--- config.mk ---
export PLATFORM = sky130hd
export DESIGN_NAME = rcpm_front
export DESIGN_NICKNAME = d
export VERILOG_FILES = /design/src/rtl/rcpm_pkg.sv /design/src/rtl/rcpm_front.sv
export SDC_FILE = /design/constraint.sdc
export NUM_CORES = 2
export LEC_CHECK = 0
export BUFFER_PORTS_ARGS = -buffer_cell sky130_fd_sc_hd__clkbuf_2
export CAP_MARGIN = 20
export CORE_MARGIN = 1
export CORE_UTILIZATION = 41
export CTS_BUF_LIST = sky130_fd_sc_hd__clkbuf_2 sky130_fd_sc_hd__clkbuf_4 sky130_fd_sc_hd__clkbuf_8
export CTS_CLUSTER_SIZE = 8
export DETAILED_ROUTE_END_ITERATION = 7
export GPL_ROUTABILITY_DRIVEN = 0
export PLACE_DENSITY = 0.65
export SLEW_MARGIN = 20
export SYNTH_ARGS = -nofsm -noshare
export SYNTH_HDL_FRONTEND = slang
export SYNTH_SLANG_ARGS = --single-unit
--- constraint.sdc ---
create_clock -name clk -period 17.7 [get_ports clk]
set_input_delay 1.77 -clock clk [delete_from_list [all_inputs] [get_ports clk]]
set_output_delay 1.77 -clock clk [all_outputs]
set_load 0.01 [all_outputs]
--- src/rtl/rcpm_pkg.sv ---
// Package with shared types and constants for the column pixel mapper.
`timescale 1ns / 1ps
`default_nettype none
package rcpm_pkg;

  localparam int CFG_IDX_W = 4;
  localparam int CFG_DATA_W = 24;
  localparam int DIV_STEPS = 12;
  localparam int NUM_W = 45;
  localparam int DVS_W = 31;

  typedef enum logic [CFG_IDX_W-1:0] {
    REG_FRAME_HEIGHT  = 4'd0,
    REG_FRAME_STRIDE  = 4'd1,
    REG_FRAME_BPP     = 4'd2,
    REG_TEXTURE_STRIDE = 4'd3,
    REG_TEXTURE_HEIGHT = 4'd4,
    REG_TEXTURE_BPP   = 4'd5,
    REG_CEILING_COLOR = 4'd6,
    REG_FLOOR_COLOR   = 4'd7
  } reg_idx_t;

  typedef enum logic [2:0] {
    KIND_CEILING = 3'd0,
    KIND_TEXEL   = 3'd1,
    KIND_FLOOR   = 3'd2,
    KIND_INVALID = 3'd3,
    KIND_NONE    = 3'd4
  } kind_t;

  typedef struct packed {
    logic [11:0] column_x;
    logic [10:0] row_y;
    logic [10:0] span_start;
    logic [10:0] span_end;
    logic [15:0] wall_height;
    logic [11:0] texture_column;
  } in_t;

  typedef struct packed {
    logic [2:0]  pixel_kind;
    logic [24:0] dest_offset;
    logic [23:0] fill_color;
    logic [25:0] texel_offset;
    logic [11:0] texture_row;
    logic        row_clamped;
  } out_t;

  typedef struct packed {
    logic [11:0] frame_height;
    logic [14:0] frame_stride;
    logic [5:0]  frame_bpp;
    logic [14:0] texture_stride;
    logic [12:0] texture_height;
    logic [5:0]  texture_bpp;
    logic [23:0] ceiling_color;
    logic [23:0] floor_color;
  } cfg_t;

  typedef struct packed {
    kind_t       kind;
    logic [24:0] dest;
    logic [23:0] fill;
    logic [11:0] tcol;
  } side_t;

endpackage
`default_nettype wire

--- src/rtl/rcpm_front.sv ---
// Front stages: classification, products, signed row offset and numerator.
`timescale 1ns / 1ps
`default_nettype none
module rcpm_front (
  input  wire logic                 clk,
  input  wire logic                 rst_n,
  input  wire logic                 in_valid,
  input  wire rcpm_pkg::in_t        in_item,
  input  wire rcpm_pkg::cfg_t       cfg,
  output logic                      out_valid,
  output rcpm_pkg::side_t           out_side,
  output logic [rcpm_pkg::NUM_W-1:0] out_num,
  output logic                      out_neg,
  output logic [rcpm_pkg::DVS_W-1:0] out_dvs
);
  import rcpm_pkg::*;

  logic        v1_r, v2_r, v3_r;
  side_t       side1_r, side2_r, side3_r, side1_nxt;
  logic [25:0] yt1_r;
  logic [26:0] ft1_r;
  logic [30:0] lt1_r, lt2_r, lt3_r;
  logic [25:0] yfs1_r;
  logic [17:0] xb1_r;
  logic [31:0] mag2_r, mag2_nxt;
  logic        neg2_r, neg3_r;
  logic [24:0] dest2_nxt;
  logic [32:0] d_sum;
  logic [NUM_W-1:0] num3_r;

  always_comb begin
    side1_nxt.dest = '0;
    side1_nxt.fill = '0;
    side1_nxt.tcol = in_item.texture_column;
    if (in_item.row_y >= in_item.span_start && in_item.row_y <= in_item.span_end) begin
      side1_nxt.kind = (in_item.wall_height == 16'd0) ? KIND_INVALID : KIND_TEXEL;
    end else if (in_item.row_y > in_item.span_end &&
                 {1'b0, in_item.row_y} < cfg.frame_height) begin
      side1_nxt.kind = KIND_FLOOR;
      side1_nxt.fill = cfg.floor_color;
    end else if (in_item.row_y < in_item.span_start) begin
      side1_nxt.kind = KIND_CEILING;
      side1_nxt.fill = cfg.ceiling_color;
    end else begin
      side1_nxt.kind = KIND_NONE;
    end
  end

  always_comb begin
    d_sum = {7'd0, yt1_r} - {7'd0, ft1_r[26:1]} + {3'd0, lt1_r[30:1]};
    mag2_nxt = d_sum[32] ? 32'(-d_sum) : d_sum[31:0];
    dest2_nxt = 25'(yfs1_r + {11'd0, xb1_r[17:3]});
  end

  always_ff @(posedge clk) begin
    if (!rst_n) begin
      v1_r <= 1'b0;
      v2_r <= 1'b0;
      v3_r <= 1'b0;
    end else begin
      v1_r <= in_valid;
      v2_r <= v1_r;
      v3_r <= v2_r;
    end
  end

  always_ff @(posedge clk) begin
    side1_r <= side1_nxt;
    yt1_r   <= 26'(in_item.row_y * cfg.texture_stride);
    ft1_r   <= 27'(cfg.frame_height * cfg.texture_stride);
    lt1_r   <= 31'(in_item.wall_height * cfg.texture_stride);
    yfs1_r  <= 26'(in_item.row_y * cfg.frame_stride);
    xb1_r   <= 18'(in_item.column_x * cfg.frame_bpp);

    side2_r      <= '{kind: side1_r.kind, dest: dest2_nxt, fill: side1_r.fill,
                      tcol: side1_r.tcol};
    mag2_r       <= mag2_nxt;
    neg2_r       <= d_sum[32];
    lt2_r        <= lt1_r;

    side3_r <= side2_r;
    num3_r  <= NUM_W'(mag2_r * cfg.texture_height);
    neg3_r  <= neg2_r;
    lt3_r   <= lt2_r;
  end

  assign out_valid = v3_r;
  assign out_side  = side3_r;
  assign out_num   = num3_r;
  assign out_neg   = neg3_r;
  assign out_dvs   = lt3_r;
endmodule
`default_nettype wire

==> summary.md <==
The flow ran to the end, and the final reports show no timing, DRC or antenna violations. Setup repair after global routing left no endpoint under its margin. The share of cells above drive strength 1 works out to 9.15%. In this run the tightest slew margin relative to its limit is 37.6%. Sorting the synthesized cells by how often they occur yields inv_1 (1138), fa_1 (915), nand2_1 (819).

In this run the tool buffered the top-level ports with 326 buffer cells. Count of H-tree levels built during CTS: 3. The row count is 131, and the Yosys warning count is 0.

After synthesis, the netlist uses 93 different library cells. Among all cell types in the netlist, the one instantiated most often is inv_1. The run gives 18300 ps as the data required time of the worst path. STA classifies the critical path startpoint as an input pin. The amount of wire on met2 after detailed routing is 62.1 mm. The tools report the number of antenna violations at the first check in global routing as 5.

Global routing consumed, over all layers together, 20.3% of the routing resources. The number of nets in the final layout is 7595, and the post-route clock period utilization is 46.5%. For this block, the via count after detailed routing is 38400. The post-detailed-route DRC marker count came out at 0. From synthesis to final layout, the design area changed by 9.27%. After clock tree synthesis, the flow added hold-fix buffers numbering 0.

In the final routed layout, each cell accounts on average for 16.7 µm. The cell type with the highest aggregate area in the netlist is fa_1. The run gives 0.0530 mm² as the cell area after technology mapping. Counting flops with a built-in enable in the synthesized netlist gives 0. The run gives 3 as the maximum buffer depth of the clock tree. The finished layout holds 7777 standard cells, fillers aside.

The number of clock buffers added by TritonCTS is 82. The number of clock sinks seen by CTS is 434. Across the run, the number of max-cap violations was 0. The clock arrives with 57.2 ps of skew.

In this run the remaining antenna-violating nets after routing total 0. The final number of hold-violating endpoints is 0. The width of the chip works out to 362 µm. By area the synthesized netlist is led by fa_1 (35%), dfxtp_1 (16%), ha_1 (12%), inv_1 (8.1%), and2_1 (6.7%). The logs give 40300 for the via count of the first global-routing pass and 100 mm for the HPWL after detailed placement. Hold timing on the final database bottoms out at a slack of 272 ps.

The clock root buffer master was clkbuf_8. The total negative slack is 0 ps, and the total wire length after detailed routing is 130 mm. The achievable frequency is 0.122 GHz. In this run, post-CTS repair resized a total of 0 instances. The worst path needs 8230 ps of the cycle, external delays included. For the worst setup path, the data arrival time is 8830 ps. STA classifies the critical path endpoint as a flip-flop. The tools report the start point of the critical path as cfg[68]. In the synthesized netlist the async set-or-reset flop fraction comes to 0%. The synthesized design contains 434 register bits. TritonCTS built the clock tree. The tools report the placeable core region as 0.128 mm².

The pin slew with the least headroom to its limit is 936 ps, and the wire length the detailed router placed on met1 is 55.7 mm. The DRC violation total after the first TritonRoute iteration is 2040, and the met3 wire length is 7.48 mm. Routed signal wires occupy layers up through met4. The critical path is of the input pin to flip-flop type. In the final layout, the multi-input gates occupy 0.0392 mm². The worst-skew pair later-pin latency was 760 ps.

The number of placed instances, taps included, is 7627. The maximum number of pins on one net before global-route repair is 40, and the storage element area is 0.00869 mm². The final-report max-slew violation count is 0, and the number of setup violations in the final report is 0.

After clock tree synthesis, the clock-pin slew on the worst setup and hold paths is 60 ps. The final design utilization was 45.3%; the fraction of the yosys area taken by sequential cells was 16.4%. The pre-antenna-repair detailed-routing pass consisted of 8 iterations. The buffer count from post-CTS setup fixing is 0.

The cell count after synthesis came out at 5780. The maximum fanout encountered on the critical timing path was 39; the vias per cell was 4.94. For the wire length of the first global-routing pass, the log shows 212 mm. Synthesis produced a netlist with a net count of 7393.

The start of the worst register-to-register path was mag2_r[18]. A synthesized cell averages 9.18 µm². Summed over all layers, the global routing overflow is 0.

The worst hold path begins at side2_r[4]. 333 I/O pins were placed. Commonest register cell after synthesis: dfxtp_1. The floorplan step defined a die boundary enclosing 0.131 mm². The die is 362 µm tall.

In this run the worst hold path is classified as flip-flop to flip-flop. The initial core utilization came out at 41.4%. The fraction of post-synthesis cell area in the top cell type by area was 34.5%. Fill cells in the final layout number 12300.
## registers in the layout, indices dropped and copies added, names as in the netlist, 15 cells and up
name / cells
ft1_r: 26
lt1_r: 31
lt2_r: 31
mag2_r: 32
out_dvs: 31
out_num: 45
out_side: 64
side1_r: 39
side2_r: 64
xb1_r: 15
yfs1_r: 25
yt1_r: 26
## worst paths after layout
kind	cells past startpoint	endpoint	slack, ps
max reg2reg	22	out_num[44]	10460
max	27	lt1_r[30]	9470
min	0	out_side[4]	270
min reg2reg	0	out_side[4]	270
## cells in the final DEF, fill, tap and decap left out, types with 14 or more instances in the layout
cell	count
a211oi_1	18
a21o_1	71
a21oi_1	157
a31oi_1	14
and2_1	569
and3_1	25
buf_4	24
clkbuf_2	326
clkbuf_4	25
clkbuf_8	95
dfxtp_1	434
fa_1	915
ha_1	507
inv_1	1138
nand2_1	819
nand2b_1	21
nand3_1	43
nand4_1	18
nor2_1	135
nor2b_1	24
nor3_1	37
o21a_1	37
o21ai_0	98
o21bai_1	27
o31ai_1	37
or3_1	17
xnor2_1	161
xor2_1	67
## per-layer routing
layer  vias to the layer above  global-route usage, %
li1                      18000                      -
met1                     19200                   26.3
met2                      1054                   34.2
met4                         0                   7.08
met5                         -                      0
met3                       208                   3.21
## per-stage QoR
stage	worst slack [ps]	area, µm²
final	9470	58000
after global routing	9130	58000
after CTS	9500	58000
after detailed placement	8690	56200
after global placement	8790	56200
after floorplan	9670	53000
## critical path, stage by stage
cell and delay [ps]:
clkbuf_2 500, and2_1 370, fa_1 500, inv_1 60, fa_1 530, inv_1 50, fa_1 490, inv_1 50
fa_1 540, inv_1 50, fa_1 470, inv_1 50, fa_1 470, inv_1 40, ha_1 310, nand2_1 110
o21ai_0 100, a2111o_1 440, a211oi_1 240, a21oi_1 130, o41a_1 400, a41o_1 300, o41ai_2 260, o21ai_0 150
nor2_1 190, a21oi_1 110, xnor2_1 130
## final cells by class
type	instances	area share [%]
Tap cell	1729	3.73
Timing Repair Buffer	350	3.13
Antenna cell	6	0.0259
Multi-Input combinational cell	3975	67.7
Sequential cell	434	15.0
Clock inverter	24	0.518
Clock buffer	120	2.58
Inverter	1139	7.38
## cell families after synthesis
kind of cell    count (synthesis)  share of synthesized area (%)
fa+ha+maj                    1422                           46.5
flops                         434                           16.4
mux                             2                         0.0377
xor+xnor                      230                           3.85
simple gates                 1750                           16.1
buf+inv                      1371                           9.75
compound gates                571                           7.36
Power is not shown: default switching activity piles up to over one toggle a cycle in this logic, so the estimate is an artifact.
