**src/rtl/rcpm_pkg.sv**
```systemverilog
// Package with shared types and constants for the column pixel mapper.
`timescale 1ns / 1ps
`default_nettype none
package rcpm_pkg;

  localparam int CFG_IDX_W = 4;
  localparam int CFG_DATA_W = 24;
  localparam int DIV_STEPS = 12;
  localparam int NUM_W = 45;
  localparam int DVS_W = 31;

  typedef enum logic [CFG_IDX_W-1:0] {
    REG_FRAME_HEIGHT  = 4'd0,
    REG_FRAME_STRIDE  = 4'd1,
    REG_FRAME_BPP     = 4'd2,
    REG_TEXTURE_STRIDE = 4'd3,
    REG_TEXTURE_HEIGHT = 4'd4,
    REG_TEXTURE_BPP   = 4'd5,
    REG_CEILING_COLOR = 4'd6,
    REG_FLOOR_COLOR   = 4'd7
  } reg_idx_t;

  typedef enum logic [2:0] {
    KIND_CEILING = 3'd0,
    KIND_TEXEL   = 3'd1,
    KIND_FLOOR   = 3'd2,
    KIND_INVALID = 3'd3,
    KIND_NONE    = 3'd4
  } kind_t;

  typedef struct packed {
    logic [11:0] column_x;
    logic [10:0] row_y;
    logic [10:0] span_start;
    logic [10:0] span_end;
    logic [15:0] wall_height;
    logic [11:0] texture_column;
  } in_t;

  typedef struct packed {
    logic [2:0]  pixel_kind;
    logic [24:0] dest_offset;
    logic [23:0] fill_color;
    logic [25:0] texel_offset;
    logic [11:0] texture_row;
    logic        row_clamped;
  } out_t;

  typedef struct packed {
    logic [11:0] frame_height;
    logic [14:0] frame_stride;
    logic [5:0]  frame_bpp;
    logic [14:0] texture_stride;
    logic [12:0] texture_height;
    logic [5:0]  texture_bpp;
    logic [23:0] ceiling_color;
    logic [23:0] floor_color;
  } cfg_t;

  typedef struct packed {
    kind_t       kind;
    logic [24:0] dest;
    logic [23:0] fill;
    logic [11:0] tcol;
  } side_t;

endpackage
`default_nettype wire

```
**src/rtl/rcpm_div.sv**
```systemverilog
// Pipelined restoring divider giving a twelve-bit quotient and an overflow flag.
`timescale 1ns / 1ps
`default_nettype none
module rcpm_div (
  input  wire logic                   clk,
  input  wire logic                   rst_n,
  input  wire logic                   in_valid,
  input  wire rcpm_pkg::side_t        in_side,
  input  wire logic [rcpm_pkg::NUM_W-1:0] in_num,
  input  wire logic                   in_neg,
  input  wire logic [rcpm_pkg::DVS_W-1:0] in_dvs,
  output logic                        out_valid,
  output rcpm_pkg::side_t             out_side,
  output logic [rcpm_pkg::DIV_STEPS-1:0] out_quo,
  output logic                        out_ovf,
  output logic                        out_neg,
  output logic                        out_zero_dvs
);
  import rcpm_pkg::*;

  localparam int HI_W = NUM_W - DIV_STEPS;

  logic                 v_r   [0:DIV_STEPS];
  side_t                side_r[0:DIV_STEPS];
  logic [DVS_W-1:0]     rem_r [0:DIV_STEPS];
  logic [DVS_W-1:0]     dvs_r [0:DIV_STEPS];
  logic [DIV_STEPS-1:0] low_r [0:DIV_STEPS];
  logic [DIV_STEPS-1:0] quo_r [0:DIV_STEPS];
  logic                 ovf_r [0:DIV_STEPS];
  logic                 neg_r [0:DIV_STEPS];
  logic [HI_W-1:0]      hi;
  logic                 ovf0;

  assign hi   = in_num[NUM_W-1:DIV_STEPS];
  assign ovf0 = hi >= HI_W'(in_dvs);

  always_ff @(posedge clk) begin
    if (!rst_n) begin
      for (int i = 0; i <= DIV_STEPS; i++) v_r[i] <= 1'b0;
    end else begin
      v_r[0] <= in_valid;
      for (int i = 1; i <= DIV_STEPS; i++) v_r[i] <= v_r[i-1];
    end
  end

  always_ff @(posedge clk) begin
    side_r[0] <= in_side;
    rem_r[0]  <= ovf0 ? '0 : hi[DVS_W-1:0];
    dvs_r[0]  <= in_dvs;
    low_r[0]  <= in_num[DIV_STEPS-1:0];
    quo_r[0]  <= '0;
    ovf_r[0]  <= ovf0;
    neg_r[0]  <= in_neg;
  end

  for (genvar k = 1; k <= DIV_STEPS; k++) begin : g_step
    logic [DVS_W:0] trial;
    logic           ge;
    assign trial = {rem_r[k-1], low_r[k-1][DIV_STEPS-1]};
    assign ge    = trial >= {1'b0, dvs_r[k-1]};
    always_ff @(posedge clk) begin
      side_r[k] <= side_r[k-1];
      rem_r[k]  <= ge ? DVS_W'(trial - {1'b0, dvs_r[k-1]}) : trial[DVS_W-1:0];
      dvs_r[k]  <= dvs_r[k-1];
      low_r[k]  <= {low_r[k-1][DIV_STEPS-2:0], 1'b0};
      quo_r[k]  <= {quo_r[k-1][DIV_STEPS-2:0], ge};
      ovf_r[k]  <= ovf_r[k-1];
      neg_r[k]  <= neg_r[k-1];
    end
  end

  assign out_valid    = v_r[DIV_STEPS];
  assign out_side     = side_r[DIV_STEPS];
  assign out_quo      = quo_r[DIV_STEPS];
  assign out_ovf      = ovf_r[DIV_STEPS];
  assign out_neg      = neg_r[DIV_STEPS];
  assign out_zero_dvs = (dvs_r[DIV_STEPS] == '0);
endmodule
`default_nettype wire

```
**config.mk**
```make
export PLATFORM = sky130hd
export DESIGN_NAME = rcpm_div
export DESIGN_NICKNAME = d
export VERILOG_FILES = /design/src/rtl/rcpm_pkg.sv /design/src/rtl/rcpm_div.sv
export SDC_FILE = /design/constraint.sdc
export NUM_CORES = 2
export LEC_CHECK = 0
export ABC_CLOCK_PERIOD_IN_PS = 3600
export BUFFER_PORTS_ARGS = -buffer_cell sky130_fd_sc_hd__buf_2
export CAP_MARGIN = 20
export CORE_MARGIN = 2
export CORE_UTILIZATION = 25
export CTS_CLUSTER_DIAMETER = 150
export DETAILED_ROUTE_END_ITERATION = 10
export GPL_TIMING_DRIVEN = 0
export PLACE_DENSITY = 0.38
export SLEW_MARGIN = 20
export SYNTH_ARGS = -nofsm -noshare
export SYNTH_HDL_FRONTEND = slang
export SYNTH_SLANG_ARGS = --single-unit
```
**constraint.sdc**
```tcl
create_clock -name clk -period 3.6 [get_ports clk]
set_input_delay 0.72 -clock clk [delete_from_list [all_inputs] [get_ports clk]]
set_output_delay 0.72 -clock clk [all_outputs]
set_load 0.01 [all_outputs]
```
==> impl_metrics.yaml <==
route:
  drt-wirelength-per-cell_um: 15.0
  vias_per_cell: 4.10
  drt-pass1-iter-count: 5
  antenna_left: 0
  initial_drc_count: 1552
  vias: 38596
  drc_errors: 0
  wl_um: 141000
worst_setup_path:
  critical_path_class: "reg2reg"
  worstSetupStartpointType: "flop"
  path_max_fanout: 10
  critical_path_arrival_ns: 4.18
  timing.critical_path.to_type: "flop"
  worstPathRequired_ns: 4.28
placement:
  io_buffer_count: 223
  preCtsSetupSlack_ns: -0.761
  globalplace.congestion: 0.837
  post-dp-hpwl_um: 108000
synthesis:
  synthMostInstantiatedCell: "sky130_fd_sc_hd__dfxtp_1"
  synth_top_flop_cell: "sky130_fd_sc_hd__dfxtp_1"
  synthDistinctLibCells: 94
  netlist_top_cells_count: "1802 x sky130_fd_sc_hd__dfxtp_1, 484 x sky130_fd_sc_hd__inv_1, 403 x sky130_fd_sc_hd__ha_1"
  yosys.area.top_type: "sky130_fd_sc_hd__dfxtp_1"
  share_of_the_synthesized_area_in_the_top_cell_type_pct: 59.5
  ys.warnings.count: 0
  synth-seq-area-share_pct: 59.5
  fraction_of_synthesis_flops_using_an_asynchronous_set_or_reset_pin_pct: 0
  number_of_synthesized_flops_with_an_enable_pin: 0
  postSynthRegisterBits: 1802
  post_synth_instance_area_mm2: 0.0607
  count_of_mapped_cells_out_of_synthesis: 5500
  synthesized_nets: 6058
  avgSynthCellArea_um2: 11.0
  synth_area_leaders: "sky130_fd_sc_hd__dfxtp_1 59%, sky130_fd_sc_hd__ha_1 8.3%, sky130_fd_sc_hd__a21oi_1 3.2%, sky130_fd_sc_hd__inv_1 3.0%, sky130_fd_sc_hd__a21o_1 2.4%"
floorplan:
  initial_utilization_pct: 25.2
  rows: 180
  num_io_pins: 224
  standard_cell_core_area_mm2: 0.241
  die-area_mm2: 0.247
  die_width_um: 497
  floorplan.die.height_um: 497
timing:
  timing.final.hold_violations: 0
  tightest_slew_ns: 0.944
  maxSlewViolCount: 0
  finalCritPeriodShare_pct: 97.2
  layout_min_cycle_time_ns: 3.50
  unrepaired_setup_endpoints_after_global_routing: "true"
  setup_violations_final: 0
  holdWs_ns: 0.108
  slew-limit-headroom_pct: 36.4
  finalSetupTns_ns: 0
  achievable-frequency_ghz: 0.286
  setup_slack_ns: 0.100
  timing.clock.skew_ns: 0.0737
global_routing:
  wire_length_of_the_first_global_routing_pass_um: 220000
  grt_max_degree: 20
  track_usage_pct: 11.3
  antenna_found_initial: 2
  first_global_vias: 40110
  gr-total-overflow: 0
cells_and_area:
  num-nets-final: 6616
  drive_gt1_share_pct: 13.5
  area.growth.synth_to_final_pct: 22.9
clock_tree:
  clk_pin_slew_ns: 0.06
  root_buffer: "sky130_fd_sc_hd__clkbuf_16"
  numClockSinks: 1802
  cts_made_buffers: 205
  clock_path_buffers: 3
  clock_latency_ns: 0.86
  htreeDepth: 4
  tritoncts_clock_tree: "built"
power_and_ir_drop:
  p_total_uw: 68200
  p_leak_uw: 0.0333
  worst_ir_drop_on_vdd_v: 0.000582
  power.density_cell_area_mw_per_mm2: 915
outcome:
  outcome: "complete, no violations"
run:
  maxCapViolCount: 0
worst_hold_path:
  timing.hold.worst.class: "in2reg"
==> final timing paths <==
check,from,endpoint,slack (ns),cells past startpoint
worst min register to register,side_r[8][25],side_r[9][25],0.25,0
worst max-delay path,dvs_r[1][45],rem_r[1][29],0.10,14
worst max register to register,dvs_r[1][45],rem_r[1][29],0.10,14
worst min-delay path,in_num[32],rem_r[0][20],0.11,2
==> registers in the layout (all words and copies together), names as in the netlist <==
name,count
side_r,832
dvs_r,403
rem_r,372
low_r,78
quo_r,78
neg_r,13
ovf_r,13
v_r,13
==> power by group <==
part / internal [uW] / total (uW) / switching, uW / leakage, uW
Clock: 12600 / 21100 / 8470 / 0.00343
Sequential: 23200 / 24800 / 1580 / 0.0152
Combinational: 9800 / 22400 / 12600 / 0.0147
==> metal layers <==
metal  GRT usage, %  vias to the layer above  share of wire [%]
li1               -                    19934                  -
met1           12.8                    17619                 43
met2           20.2                      677                 48
met3           2.18                      366                3.5
met4           5.87                        0                5.5
met5              0                        -                  0
==> cells in the final DEF, fill, tap and decap left out, types with 54 or more instances in the layout <==
master,count
sky130_fd_sc_hd__nand3_1,69
sky130_fd_sc_hd__clkbuf_1,91
sky130_fd_sc_hd__dlygate4sd3_1,109
sky130_fd_sc_hd__ha_1,403
sky130_fd_sc_hd__xor2_1,105
sky130_fd_sc_hd__buf_2,230
sky130_fd_sc_hd__nor2_1,260
sky130_fd_sc_hd__nand4_1,68
sky130_fd_sc_hd__mux2_2,82
sky130_fd_sc_hd__clkbuf_16,205
sky130_fd_sc_hd__dfxtp_1,1801
sky130_fd_sc_hd__xnor2_1,161
sky130_fd_sc_hd__nand2_1,294
sky130_fd_sc_hd__o21ai_0,245
sky130_fd_sc_hd__nor3_1,54
sky130_fd_sc_hd__a21oi_1,385
sky130_fd_sc_hd__a21o_1,193
sky130_fd_sc_hd__o21a_1,60
sky130_fd_sc_hd__and2_1,66
sky130_fd_sc_hd__inv_1,484
==> metrics by stage <==
step / std cells / instance area [um2] / utilization, %
global placement: 8908 / 65800 / 27.3
global route: 9408 / 74600 / 30.9
floorplan: 5500 / 60700 / -
detailed placement: 8908 / 65800 / 27.3
finish: 9408 / 74600 / 30.9
CTS: 9397 / 74300 / 30.8
==> cell type report <==
class	instances	area, um2
plain buffers	93	536
repair buffers	357	2440
clock inverters	71	1160
clock buffers	300	5950
well taps	3185	3990
diodes	1	2.50
multi-input cells	3111	22600
fillers	24757	166000
inverters	488	1840
flip-flops and latches	1802	36100
==> kinds of logic after synthesis <==
family	share of synthesized area, %
flops	59.5
compound gates	13.3
simple gates	8.68
buf+inv	3.76
fa+ha+maj	8.67
xor+xnor	3.84
mux	2.33
==> repair_timing <==
item | CTS | global route
pin swaps | 12 | 17
endpoints found under the setup margin | 314 | 174
buffers inserted | 13 | 12
hold buffers | 109 | 0
resized for setup | 61 | 56
hold endpoints to repair | 109 | 0
==> critical path, cell delays in order (launching register included) <==
cell	delay, ns
sky130_fd_sc_hd__dfxtp_1	0.36
sky130_fd_sc_hd__inv_1	0.06
sky130_fd_sc_hd__ha_1	0.26
sky130_fd_sc_hd__clkbuf_1	0.29
sky130_fd_sc_hd__nand2_1	0.09
sky130_fd_sc_hd__nor2_1	0.19
sky130_fd_sc_hd__nand2_1	0.15
sky130_fd_sc_hd__nor3_1	0.24
sky130_fd_sc_hd__nand4_1	0.48
sky130_fd_sc_hd__nand3_2	0.28
sky130_fd_sc_hd__a221oi_4	0.10
sky130_fd_sc_hd__o21ai_4	0.18
sky130_fd_sc_hd__buf_12	0.15
sky130_fd_sc_hd__buf_6	0.20
sky130_fd_sc_hd__mux2_4	0.31
No activity file was read; power rests on OpenSTA's default activity.
