--- config.mk ---
export PLATFORM = sky130hd
export DESIGN_NAME = rcpm_back
export DESIGN_NICKNAME = d
export VERILOG_FILES = /design/src/rtl/rcpm_pkg.sv /design/src/rtl/rcpm_back.sv
export SDC_FILE = /design/constraint.sdc
export NUM_CORES = 1
export LEC_CHECK = 0
export BUFFER_PORTS_ARGS = -buffer_cell sky130_fd_sc_hd__buf_2
export CAP_MARGIN = 10
export CORE_AREA = 2 2 149 151
export DETAILED_ROUTE_END_ITERATION = 10
export DIE_AREA = 0 0 151 153
export PLACE_DENSITY_LB_ADDON = 0.1
export SYNTH_ARGS = -nofsm -noshare
export SYNTH_HDL_FRONTEND = slang
export SYNTH_SLANG_ARGS = --single-unit
export TNS_END_PERCENT = 5
--- constraint.sdc ---
create_clock -name clk -period 6.8 [get_ports clk]
set_input_delay 1.02 -clock clk [delete_from_list [all_inputs] [get_ports clk]]
set_output_delay 1.02 -clock clk [all_outputs]
set_load 0.05 [all_outputs]
--- src/rtl/rcpm_pkg.sv ---
// Package with shared types and constants for the column pixel mapper.
`timescale 1ns / 1ps
`default_nettype none
package rcpm_pkg;

  localparam int CFG_IDX_W = 4;
  localparam int CFG_DATA_W = 24;
  localparam int DIV_STEPS = 12;
  localparam int NUM_W = 45;
  localparam int DVS_W = 31;

  typedef enum logic [CFG_IDX_W-1:0] {
    REG_FRAME_HEIGHT  = 4'd0,
    REG_FRAME_STRIDE  = 4'd1,
    REG_FRAME_BPP     = 4'd2,
    REG_TEXTURE_STRIDE = 4'd3,
    REG_TEXTURE_HEIGHT = 4'd4,
    REG_TEXTURE_BPP   = 4'd5,
    REG_CEILING_COLOR = 4'd6,
    REG_FLOOR_COLOR   = 4'd7
  } reg_idx_t;

  typedef enum logic [2:0] {
    KIND_CEILING = 3'd0,
    KIND_TEXEL   = 3'd1,
    KIND_FLOOR   = 3'd2,
    KIND_INVALID = 3'd3,
    KIND_NONE    = 3'd4
  } kind_t;

  typedef struct packed {
    logic [11:0] column_x;
    logic [10:0] row_y;
    logic [10:0] span_start;
    logic [10:0] span_end;
    logic [15:0] wall_height;
    logic [11:0] texture_column;
  } in_t;

  typedef struct packed {
    logic [2:0]  pixel_kind;
    logic [24:0] dest_offset;
    logic [23:0] fill_color;
    logic [25:0] texel_offset;
    logic [11:0] texture_row;
    logic        row_clamped;
  } out_t;

  typedef struct packed {
    logic [11:0] frame_height;
    logic [14:0] frame_stride;
    logic [5:0]  frame_bpp;
    logic [14:0] texture_stride;
    logic [12:0] texture_height;
    logic [5:0]  texture_bpp;
    logic [23:0] ceiling_color;
    logic [23:0] floor_color;
  } cfg_t;

  typedef struct packed {
    kind_t       kind;
    logic [24:0] dest;
    logic [23:0] fill;
    logic [11:0] tcol;
  } side_t;

endpackage
`default_nettype wire

--- src/rtl/rcpm_back.sv ---
// Back stages: texture row clamp, texel offset and the result register.
`timescale 1ns / 1ps
`default_nettype none
module rcpm_back (
  input  wire logic                   clk,
  input  wire logic                   rst_n,
  input  wire logic                   in_valid,
  input  wire rcpm_pkg::side_t        in_side,
  input  wire logic [rcpm_pkg::DIV_STEPS-1:0] in_quo,
  input  wire logic                   in_ovf,
  input  wire logic                   in_neg,
  input  wire logic                   in_zero_dvs,
  input  wire rcpm_pkg::cfg_t         cfg,
  output logic                        out_valid,
  output rcpm_pkg::out_t              out_data
);
  import rcpm_pkg::*;

  logic        va_r, vb_r;
  side_t       sidea_r;
  logic [11:0] trow_r, trow_nxt, lim;
  logic        cl_r, cl_nxt;
  out_t        res_r, res_nxt;

  always_comb begin
    if (cfg.texture_height == 13'd0) lim = 12'd0;
    else if (cfg.texture_height > 13'd4096) lim = 12'd4095;
    else lim = 12'(cfg.texture_height - 13'd1);
    trow_nxt = 12'd0;
    cl_nxt   = 1'b0;
    if (in_side.kind != KIND_TEXEL || in_zero_dvs) begin
      trow_nxt = 12'd0;
    end else if (in_neg) begin
      cl_nxt = in_ovf || (in_quo != '0);
    end else if (in_ovf || in_quo > lim) begin
      trow_nxt = lim;
      cl_nxt   = 1'b1;
    end else begin
      trow_nxt = in_quo;
    end
  end

  always_comb begin
    res_nxt.pixel_kind   = sidea_r.kind;
    res_nxt.dest_offset  = sidea_r.dest;
    res_nxt.fill_color   = sidea_r.fill;
    res_nxt.texture_row  = trow_r;
    res_nxt.row_clamped  = cl_r;
    res_nxt.texel_offset = '0;
    if (sidea_r.kind == KIND_TEXEL) begin
      res_nxt.texel_offset = 26'(trow_r * cfg.texture_stride +
                                 sidea_r.tcol * cfg.texture_bpp[5:3]);
    end
  end

  always_ff @(posedge clk) begin
    if (!rst_n) begin
      va_r <= 1'b0;
      vb_r <= 1'b0;
    end else begin
      va_r <= in_valid;
      vb_r <= va_r;
    end
  end

  always_ff @(posedge clk) begin
    sidea_r <= in_side;
    trow_r  <= trow_nxt;
    cl_r    <= cl_nxt;
    res_r   <= res_nxt;
  end

  assign out_valid = vb_r;
  assign out_data  = res_r;
endmodule
`default_nettype wire

==> results of run 1 <==
-- flip-flops by register name, summed over array words and instances, names as in the netlist --
register   cells
out_data      91
res_nxt       52
sidea_r       12
trow_r        12
cl_r           1
out_valid      1
va_r           1
-- Yosys cell counts (all sizes together) (2+ instances only) --
cell type  number
a211oi         11
a21boi          2
a21o           16
a21oi          28
a311oi          2
a31o            9
a31oi           5
and2          136
and3            3
buf             7
clkbuf         38
dfxtp         170
fa            164
ha            100
inv           178
mux2i           3
nand2         113
nand2b          3
nand3           7
nand3b          2
nand4          12
nor2           29
nor2b           3
nor3           21
nor4            4
o211ai          5
o21a            8
o21ai          19
o21bai          2
o31a            2
o31ai           6
or2             2
or3b            3
or4             3
xnor2          12
xor2           10
-- layout make-up --
| cell class | count | area share, % |
|---|---|---|
| clock buffer | 17 | 3.14 |
| clock inverter | 15 | 1.43 |
| inverter | 179 | 4.96 |
| multi-input combinational | 754 | 54.8 |
| sequential | 170 | 25.1 |
| tap | 280 | 2.59 |
| timing repair buffer | 212 | 7.98 |
-- kinds of logic after synthesis --
kind of cell	Yosys count	share of synthesized area, %
and+or+nand+nor	345	15.7
adders and majority gates	264	38.8
AOI/OAI and AO/OA	120	7.07
muxes	3	0.257
DFF	170	29.1
buffers and inverters	225	7.46
xor gates and xnor gates	22	1.65
-- per-layer routing --
layer | up-vias | GRT usage (%) | routed length (um)
met4 | 0 | 5.70 | 365
met2 | 210 | 41.9 | 13100
met3 | 28 | 3.64 | 1140
li1 | 3986 | - | -
met1 | 4055 | 30.7 | 11100
met5 | - | 0 | 0
-- how the worst max path moves through the flow --
stage | start | end | slack, ps | cells past startpoint
after floorplan | cfg[81] | out_data[34]$_SDFF_PP0_ | 670 | 20
after global placement | cfg[77] | out_data[36]$_SDFF_PP0_ | 320 | 17
after detailed placement | cfg[76] | out_data[36]$_SDFF_PP0_ | 320 | 17
after CTS | cfg[76] | out_data[36]$_SDFF_PP0_ | 730 | 17
after global routing | trow_r[6]$_SDFF_PP0_ | out_data[36]$_SDFF_PP0_ | 380 | 15
final | cfg[76] | out_data[36]$_SDFF_PP0_ | 700 | 17
-- where the power goes --
| part | internal [uW] | switching (uW) | leakage [uW] |
|---|---|---|---|
| clock | 503 | 466 | 0.000300 |
| sequential | 1040 | 16.8 | 0.00142 |
| combinational | 211 | 374 | 0.00518 |
-- stage by stage --
| stage | setup slack (ps) | power (uW) |
|---|---|---|
| 3_5_place_dp | 322 | 1660 |
| 6_report | 698 | 2610 |
| 3_3_place_gp | 320 | 1660 |
| 4_1_cts | 732 | 2650 |
| 2_1_floorplan | 675 | 1490 |
| 5_1_grt | 375 | 2750 |
==> summary.txt, run 1 <==
Outcome
  • Status: completed

Synthesis
  • Top-area cell type share of the netlist area: just under 30%
  • Distinct cells, synth: 62
  • Warnings, synthesis: 0
  • Syn avg cell area: about 10 um^2
  • Largest area contributor in the netlist: dfxtp_1
  • Main synth FF type: dfxtp_1
  • Ranking of synthesized cells by area: dfxtp_1, fa_1, ha_1
  • Synthesized cell area: 11,700 um^2
  • Number of synthesized flops with an enable pin: 0
  • Synthesized Nets: about 1,600
  • Post-Syn Instances: between 1,000 and 1,500
  • Post-synth ARST share: 0%
  • Seq cells post-synth: 170
  • Post-synthesis sequential area ratio: between 20 and 30%

Setup path
  • CP max-delay cell: fa_1
  • Crit Reg-Reg Endpoint: out_data[36]$_SDFF_PP0_
  • Slowest Stage Delay on Critical Path: roughly 550 ps
  • Setup crit end kind: register
  • Worst R2R Setup Slack: 720 ps
  • Worst Path Buf+Inv: 3
  • Crit-path cells: buf_2, and2_1, fa_1, inv_1, fa_1, inv_1, fa_1, fa_1, fa_1, fa_1, ha_1, a21oi_2, o21ai_0, a31oi_1, a21oi_1, a311oi_1, mux2i_1
  • Critical Path RT: roughly 7200 ps
  • Most common cell on crit path: fa_1
  • FF-to-FF path depth: 15
  • Critical Setup Path Class: input pin to register
  • Worst-path maximum fanout: 12
  • Reg-to-reg startpoint: trow_r[6]$_SDFF_PP0_
  • Delay-heaviest family, CP: adder cells
  • Critical Path Source Type: input pin
  • Critical Path AT: between 6000 and 7000 ps

STA
  • Final Setup Violations: 0
  • Rel. slew slack: between 40% and 50%
  • Final Cycle Share: 89.7%
  • Slew Viols, Final: 0
  • Crit path time final: approximately 6100 ps
  • RSZ-0062 raised after global routing: false
  • Skew final: ~18 ps
  • Setup TNS Final: 0 ps
  • Final hold violation count: 0
  • Hold slack: ~320 ps
  • Slew @ Worst Pin: around 850 ps
  • Max Clk Rate: approximately 160 MHz

Detailed routing
  • DRT iter0 DRCs: ~290
  • DRT Wirelength: between 20 and 30 mm
  • Via total after detailed routing: approximately 8,300
  • Remaining antenna violation count: 0
  • Via density: ~5.1
  • WL/cell: about 16 um
  • DRC errors left: 0
  • 1st-pass router iterations: 5

Layout
  • Fin util: a little over three fifths
  • N_diodes: 0
  • Share of layout cells above drive strength 1: ~20%
  • Fill cells: about 1,800
  • Leading cell type in the layout, fill and taps excluded: buf_2
  • Final std cells w/o fill: about 1,600
  • Design area: ~14,000 um^2
  • Most frequent cells in the layout: buf_2, inv_1, dfxtp_1
  • Final nets: 1,795
  • Register Area: between 3000 and 4000 um^2
  • Area of the multi-input gates: 7410 um^2
  • Synth-to-layout area growth: 15.8%

Power and ir drop
  • Peak supply drop: 0.000183 V
  • Pwr/cell area: approximately 190 nW/um^2
  • Leak: about 0.0069 uW

CTS
  • Clock root buffer: clkbuf_16
  • CTS tree: done
  • Cts bufs inserted: 17
  • CTS Sinks: 170
  • Bufs on Longest Clock Path: 2
  • Worst skew pair latency: ~430 ps
  • CTS resizes: 0
  • Hold Buf Count CTS: 0
  • Postcts setup bufs: 0
  • Clk slew on worst S/H paths: about 80 ps
  • CTS H-tree depth: 4

GRT
  • First-pass GRT wire length: around 43 mm
  • Vias in the first global route: approximately 8,700
  • Grt total ovfl: 0
  • Total GRT Usage: 23.8%
  • Initial antenna violation count: 0
  • Largest net degree at the start of global routing: 24

Place
  • Post-DP Area: around 13,000 um^2
  • Routability cong.: just under 0.9
  • Port Buffers: between 200 and 250
  • Post-DP HPWL: roughly 21 mm
  • Placed Cells: ~1,600

Die
  • Row count: 54
  • Core ar.: approximately 21,000 um^2
  • Die area: 23,100 um^2
  • DIE WIDTH: between 150 and 200 um
  • Die Y: 153 um
  • I/O pin count: slightly below 300
  • Initial Util: a little over half

Run
  • MaxCap Viol Count: 0

Min path
  • Hold wc startpoint: res_nxt[43]$_DFF_P_
  • Hold path cells: 0
  • Min-delay worst type: register to register
  • Hold EP: out_data[43]$_DFF_P_
Note: power is estimated with default switching activity, not from simulation.
==> run 2, diff against run 1 <==
--- a/config.mk
+++ b/config.mk
@@ -5,11 +5,12 @@
 export SDC_FILE = /design/constraint.sdc
 export NUM_CORES = 1
 export LEC_CHECK = 0
+export ABC_AREA = 1
 export BUFFER_PORTS_ARGS = -buffer_cell sky130_fd_sc_hd__buf_2
 export CAP_MARGIN = 10
-export CORE_AREA = 2 2 149 151
+export CORE_AREA = 2 2 153 155
 export DETAILED_ROUTE_END_ITERATION = 10
-export DIE_AREA = 0 0 151 153
+export DIE_AREA = 0 0 155 157
 export PLACE_DENSITY_LB_ADDON = 0.1
 export SYNTH_ARGS = -nofsm -noshare
 export SYNTH_HDL_FRONTEND = slang
==> constraint.sdc (replaced) <==
create_clock -name clk -period 6.52 [get_ports clk]
set_input_delay 0.978 -clock clk [delete_from_list [all_inputs] [get_ports clk]]
set_output_delay 0.978 -clock clk [all_outputs]
set_load 0.05 [all_outputs]
==> run 2 against run 1 <==
  * Die area up 5.3%
  * Sequential share of layout area down 1.2 points
  * Cell count grew 23%
  * Critical endpoint is now out_data[34]$_SDFF_PP0_
  * Synthesized cell count is 32% higher
  * Count of clock-buffer cells in the layout did not move
  * Critical path type is now register to register
  * Register-to-register slack improved by 190 ps
  * Via count up 14%
  * Wire length is 2.2% higher
==> summary.txt, run 2 <==
STA
  • Final hold violation count: 0
  • Setup TNS Final: 0 ps
  • Max Clk Rate: 178 MHz
  • Slew @ Worst Pin: 763 ps
  • Rel. slew slack: about half
  • Slew Viols, Final: 0
  • Crit path time final: roughly 5600 ps
  • Skew final: between 10 and 15 ps
  • Final Setup Violations: 0
  • Final Cycle Share: 86.0%
  • RSZ-0062 raised after global routing: false

CTS
  • Bufs on Longest Clock Path: 2
  • Cts bufs inserted: 17
  • CTS H-tree depth: 4
  • Clock root buffer: clkbuf_16
  • CTS resizes: 0
  • Hold Buf Count CTS: 0
  • Clk slew on worst S/H paths: around 70 ps
  • CTS Sinks: 170
  • Worst skew pair latency: 430 ps
  • Postcts setup bufs: 0
  • CTS tree: done

Power and ir drop
  • Seq pwr share: 40.1%
  • Total power: roughly 2800 uW
  • Pwr/cell area: between 150 and 200 nW/um^2
  • Int Power: ~1800 uW
  • Comb pwr share: 22.3%
  • Peak supply drop: roughly 0.00015 V
  • Sw power: just over 900 uW
  • Clock share of power: a little under two fifths
  • Switching Fraction: between 30% and 40%
  • Leak: between 0.008 and 0.009 uW

Place
  • Post-DP HPWL: approximately 22 mm
  • Routability cong.: between 0.8 and 0.9
  • Port Buffers: 204

Setup path
  • Reg-to-reg startpoint: trow_r[3]$_SDFF_PP0_
  • FF-to-FF path depth: 20
  • Critical Path RT: 6840 ps
  • Worst R2R Setup Slack: a little over 900 ps
  • Setup crit end kind: register
  • Worst-path maximum fanout: 16
  • Crit Reg-Reg Endpoint: out_data[34]$_SDFF_PP0_
  • Delay-heaviest family, CP: adder cells
  • Worst Path Buf+Inv: 4
  • Most common cell on crit path: fa_1
  • Critical Setup Path Class: register to register
  • Critical Path Source Type: register
  • Slowest Stage Delay on Critical Path: around 800 ps
  • CP max-delay cell: dfxtp_1
  • Crit-path cells: nand2_1, fa_1, inv_1, fa_1, fa_1, fa_1, fa_1, inv_1, fa_1, inv_1, ha_1, nand2_1, nor2_1, inv_1, nor2_1, nand4_1, nand3b_1, nand2_1, nand2_1, nor2_1
  • Critical Path AT: about 5900 ps

Outcome
  • Status: completed

Detailed routing
  • Remaining antenna violation count: 0
  • Via total after detailed routing: between 9,000 and 10,000
  • DRC errors left: 0
  • DRT iter0 DRCs: 349
  • Via density: around 4.7
  • WL/cell: about 13 um
  • DRT Wirelength: between 20 and 30 mm
  • 1st-pass router iterations: 5

Die
  • Row count: 55
  • I/O pin count: just under 300
  • Die area: approximately 24,000 um^2
  • Die Y: about 160 um
  • Core ar.: 22,500 um^2
  • DIE WIDTH: 155 um
  • Initial Util: 54.9%

Synthesis
  • Main synth FF type: dfxtp_1
  • XOR/XNOR Fraction of Synth Area: less than 1%
  • Multiplexer area fraction after synthesis: 0%
  • Warnings, synthesis: 0
  • Post-synth ARST share: 0%
  • Post-synthesis compound-gate area fraction: 2.34%
  • Ranking of synthesized cells by area: dfxtp_1, fa_1, nand2_1
  • Post-synthesis sequential area ratio: between 20% and 30%
  • Syn avg cell area: between 8 and 9 um^2
  • Post-Syn Instances: roughly 1,500
  • Seq cells post-synth: 170
  • Top-area cell type share of the netlist area: 27.6%
  • Number of synthesized flops with an enable pin: 0
  • Largest area contributor in the netlist: dfxtp_1
  • Count leader, synth: nand2_1
  • Largest family of logic cells by synthesized area: adder cells
  • Post-synthesis simple-gate area fraction: 19.1%
  • Synth Area in Adders: 36.7%
  • Synthesized Nets: 1,983
  • Synthesized cell area: roughly 12,000 um^2
  • Synth top cells by count: nand2_1, inv_1, dfxtp_1
  • Distinct cells, synth: 33

Min path
  • Hold path cells: 0
  • Min-delay worst type: register to register
  • Hold wc startpoint: res_nxt[71]$_DFF_P_
  • Hold EP: out_data[71]$_DFF_P_

GRT
  • Vias in the first global route: roughly 9,800
  • Largest net degree at the start of global routing: 21
  • Grt total ovfl: 0
  • Initial antenna violation count: 0
  • Total GRT Usage: a little under a quarter
  • First-pass GRT wire length: approximately 45 mm

Layout
  • Final nets: 2,172
  • Synth-to-layout area growth: 15.0%
  • N_diodes: 0
  • Max FFs per register: just over 90
  • Most frequent cells in the layout: nand2_1, inv_1, buf_2
  • Share of layout cells above drive strength 1: 15.0%
  • Leading cell type in the layout, fill and taps excluded: nand2_1

Run
  • MaxCap Viol Count: 0
## run 2: cell count changes after synthesis, sizes merged, moves of 12 or more
cell	previous run	this run
nand2	113	428
inv	178	411
and2	136	1
nor2	29	88
nand3	7	41
nor3	21	2
a21o	16	1
a21oi	28	40
## run 2: routing by layer
layer | up-vias | wire (um) | track usage [%]
met4 | 0 | 386 | 5.95
met3 | 29 | 1200 | 3.66
met1 | 4466 | 11000 | 27.9
met5 | - | 0 | 0
met2 | 215 | 13700 | 43.2
li1 | 4749 | - | -
## run 2: metrics by stage
stage / utilization, % / worst slack (ps) / instance area [um^2] / instances / hold WS [ps]
detailed placement: 60.4 / 495 / 13600 / 1977 / 312
global route: 63.1 / 559 / 14200 / 2008 / 332
global placement: 60.4 / 521 / 13600 / 1977 / 310
floorplan: - / 933 / 12400 / 1522 / 310
finish: 63.1 / 910 / 14200 / 2008 / 327
CTS: 63.1 / 898 / 14200 / 2008 / 326
## run 2: worst max path at each step
stage                    startpoint                 endpoint  slack [ps]  cells after the start
2_1_floorplan               cfg[81]  out_data[34]$_SDFF_PP0_         930                     23
3_3_place_gp                cfg[81]  out_data[34]$_SDFF_PP0_         520                     23
3_5_place_dp                cfg[80]  out_data[34]$_SDFF_PP0_         490                     23
4_1_cts        trow_r[3]$_SDFF_PP0_  out_data[34]$_SDFF_PP0_         900                     20
5_1_grt        trow_r[3]$_SDFF_PP0_  out_data[34]$_SDFF_PP0_         560                     20
6_report       trow_r[3]$_SDFF_PP0_  out_data[34]$_SDFF_PP0_         910                     20
## run 2: cell type report
type / count / area (um^2)
clock buffer: 17 / 425
clock inverter: 14 / 180
fill: 2013 / 8300
inverter: 411 / 1540
multi-input combinational: 903 / 7240
sequential: 170 / 3400
tap: 285 / 357
timing repair buffer: 208 / 1050
## run 2: kinds of logic (layout without fill, tap and decap cells)
| logic type | after synthesis | in the layout |
|---|---|---|
| buffers and inverters | 449 | 650 |
| adders and majority gates | 264 | 264 |
| and+or+nand+nor | 576 | 576 |
| xor gates and xnor gates | 7 | 7 |
| DFF | 170 | 170 |
| AOI/OAI and AO/OA | 56 | 56 |
## run 2: worst register-to-register path, delay by kind of cell (launching register included)
kind | cells | cell delay (ps)
adders and majority gates | 7 | 3440
buffers and inverters | 4 | 220
DFF | 1 | 800
and+or+nand+nor | 9 | 1060
## run 2: power by group through the flow
stage                     Sequential [uW]  Clock, uW  Combinational (uW)
after floorplan                      1210          0                 345
after global placement               1130          0                 613
after detailed placement             1130          0                 621
after CTS                            1100       1070                 626
after global routing                 1110       1110                 697
final                                1100       1040                 615
==> run 3, diff against run 2 <==
--- a/config.mk
+++ b/config.mk
@@ -12,6 +12,7 @@
 export DETAILED_ROUTE_END_ITERATION = 10
 export DIE_AREA = 0 0 155 157
 export PLACE_DENSITY_LB_ADDON = 0.1
+export REMOVE_ABC_BUFFERS = 1
 export SYNTH_ARGS = -nofsm -noshare
 export SYNTH_HDL_FRONTEND = slang
 export SYNTH_SLANG_ARGS = --single-unit
==> constraint.sdc (replaced) <==
create_clock -name clk -period 6.2 [get_ports clk]
set_input_delay 0.93 -clock clk [delete_from_list [all_inputs] [get_ports clk]]
set_output_delay 0.93 -clock clk [all_outputs]
set_load 0.05 [all_outputs]
==> run 3 against run 2 <==
  * Maximum frequency rose by 2.0%
  * Die area did not move
  * Total power grew 5.4%
  * Flip-flop and latch count unchanged
  * First-iteration DRC count rose by 33%
  * Clock skew rose by 1.3 ps
  * Combinational power grew 6.0%
  * Critical endpoint is now out_data[38]$_SDFF_PP0_
  * Largest cell class unchanged
==> summary.txt, run 3 (same netlist as run 2, synthesis figures left out) <==
Outcome
  • Status: completed

CTS
  • Bufs on Longest Clock Path: 2
  • Postcts setup bufs: 0
  • Clk slew on worst S/H paths: around 80 ps
  • Clock root buffer: clkbuf_16
  • Cts bufs inserted: 17
  • Worst skew pair latency: about 430 ps
  • CTS H-tree depth: 4
  • CTS Sinks: between 150 and 200
  • Hold Buf Count CTS: 0
  • CTS resizes: 0
  • CTS tree: done

Run
  • MaxCap Viol Count: 0

Setup path
  • Critical Setup Path Class: register to register
  • Worst-path maximum fanout: 16
  • Critical Path Source Type: register
  • Setup crit end kind: register
  • Critical Path RT: 6530 ps
  • Worst R2R Setup Slack: approximately 700 ps
  • Critical Path AT: about 5800 ps

Place
  • Port Buffers: 204
  • Post-DP HPWL: between 20 and 25 mm
  • Routability cong.: 0.907
  • Post-DP Area: 13,600 um^2

Die
  • Die Y: between 150 and 200 um
  • Row count: 55
  • I/O pin count: ~290
  • Initial Util: a little over half
  • Core ar.: between 20,000 and 25,000 um^2
  • DIE WIDTH: ~160 um
  • Die area: between 20,000 and 25,000 um^2

STA
  • Slew Viols, Final: 0
  • Crit path time final: between 5000 and 6000 ps
  • Slew @ Worst Pin: slightly above 800 ps
  • Rel. slew slack: between 40% and 50%
  • Setup TNS Final: 0 ps
  • Max Clk Rate: 182 MHz
  • Final hold violation count: 0
  • Skew final: ~13 ps
  • Final Setup Violations: 0
  • RSZ-0062 raised after global routing: false
  • Final Cycle Share: 88.7%

Detailed routing
  • Via density: ~4.7
  • Via total after detailed routing: about 9,500
  • DRT iter0 DRCs: ~470
  • DRC errors left: 0
  • DRT Wirelength: about 27 mm
  • Remaining antenna violation count: 0
  • 1st-pass router iterations: 5
  • WL/cell: 13.4 um

Layout
  • Most frequent cells in the layout: nand2_1, inv_1, buf_2
  • Fin util: around 63%
  • Design area: 14,300 um^2
  • Leading cell type in the layout, fill and taps excluded: nand2_1
  • Register Area: roughly 3400 um^2
  • Synth-to-layout area growth: 15.4%
  • N_diodes: 0
  • Share of layout cells above drive strength 1: 15.3%
  • Max FFs per register: about 90
  • Final nets: 2,177
  • Area of the multi-input gates: 7240 um^2
  • Fill cells: a little over 2,000

GRT
  • Initial antenna violation count: 0
  • Grt total ovfl: 0
  • Vias in the first global route: 9,718
  • Largest net degree at the start of global routing: 21
  • First-pass GRT wire length: about 46 mm
  • Total GRT Usage: 23.6%

Power and ir drop
  • Leak: between 0.008 and 0.009 uW
  • Total power: a little under 3000 uW
  • Peak supply drop: just over 0.0002 V
  • Pwr/cell area: approximately 200 nW/um^2

Min path
  • Min-delay worst type: register to register
## run 3: cell types whose count changed in the layout (fill, tap and decap cells not counted), sizes merged
cell and change:
buf +5, bufinv -1, clkinv +2
## run 3: power by group
part | switching (uW) | total (uW) | internal, uW | leakage, uW
Clock | 537 | 1090 | 552 | 0.000299
Combinational | 433 | 652 | 219 | 0.00697
Sequential | 17.5 | 1160 | 1140 | 0.00142
Total | 988 | 2900 | 1910 | 0.00869
## run 3: cell type report
| type | count | area share (%) |
|---|---|---|
| inverters | 411 | 10.8 |
| flip-flops and latches | 170 | 23.9 |
| clock buffers | 17 | 2.98 |
| clock inverters | 15 | 1.38 |
| well taps | 285 | 2.50 |
| repair buffers | 213 | 7.64 |
| multi-input cells | 903 | 50.8 |
## run 3: final timing paths
kind                             end                  from  cells after the start
max          out_data[38]$_SDFF_PP0_  trow_r[6]$_SDFF_PP0_                     18
min             out_data[51]$_DFF_P_   res_nxt[51]$_DFF_P_                      0
max reg2reg  out_data[38]$_SDFF_PP0_  trow_r[6]$_SDFF_PP0_                     18
min reg2reg     out_data[51]$_DFF_P_   res_nxt[51]$_DFF_P_                      0
## run 3: critical path, cell delays in order, from the launching register on
cell,delay [ps]
dfxtp_1,800
nand2_1,180
fa_1,540
fa_1,510
inv_1,50
fa_1,560
fa_1,440
fa_1,540
fa_1,460
ha_1,380
nand2_1,130
nor2_1,240
nand2_1,90
nor2_1,110
nand2_1,70
nand3_1,150
nand2_1,70
nand2_1,60
nor2_1,40
## run 3: metrics by stage
stage          setup slack, ps  hold WS [ps]  std cells
2_1_floorplan              863           310       1484
3_3_place_gp               310           310       1982
3_5_place_dp               281           312       1982
4_1_cts                    646           327       2014
5_1_grt                    322           333       2014
6_report                   699           325       2014
## run 3: routing by layer
layer / GRT usage, % / routed length, um
met4: 6.31 / 516
met2: 43.4 / 13900
met1: 28.7 / 11100
met5: 0 / 0
met3: 3.94 / 1360
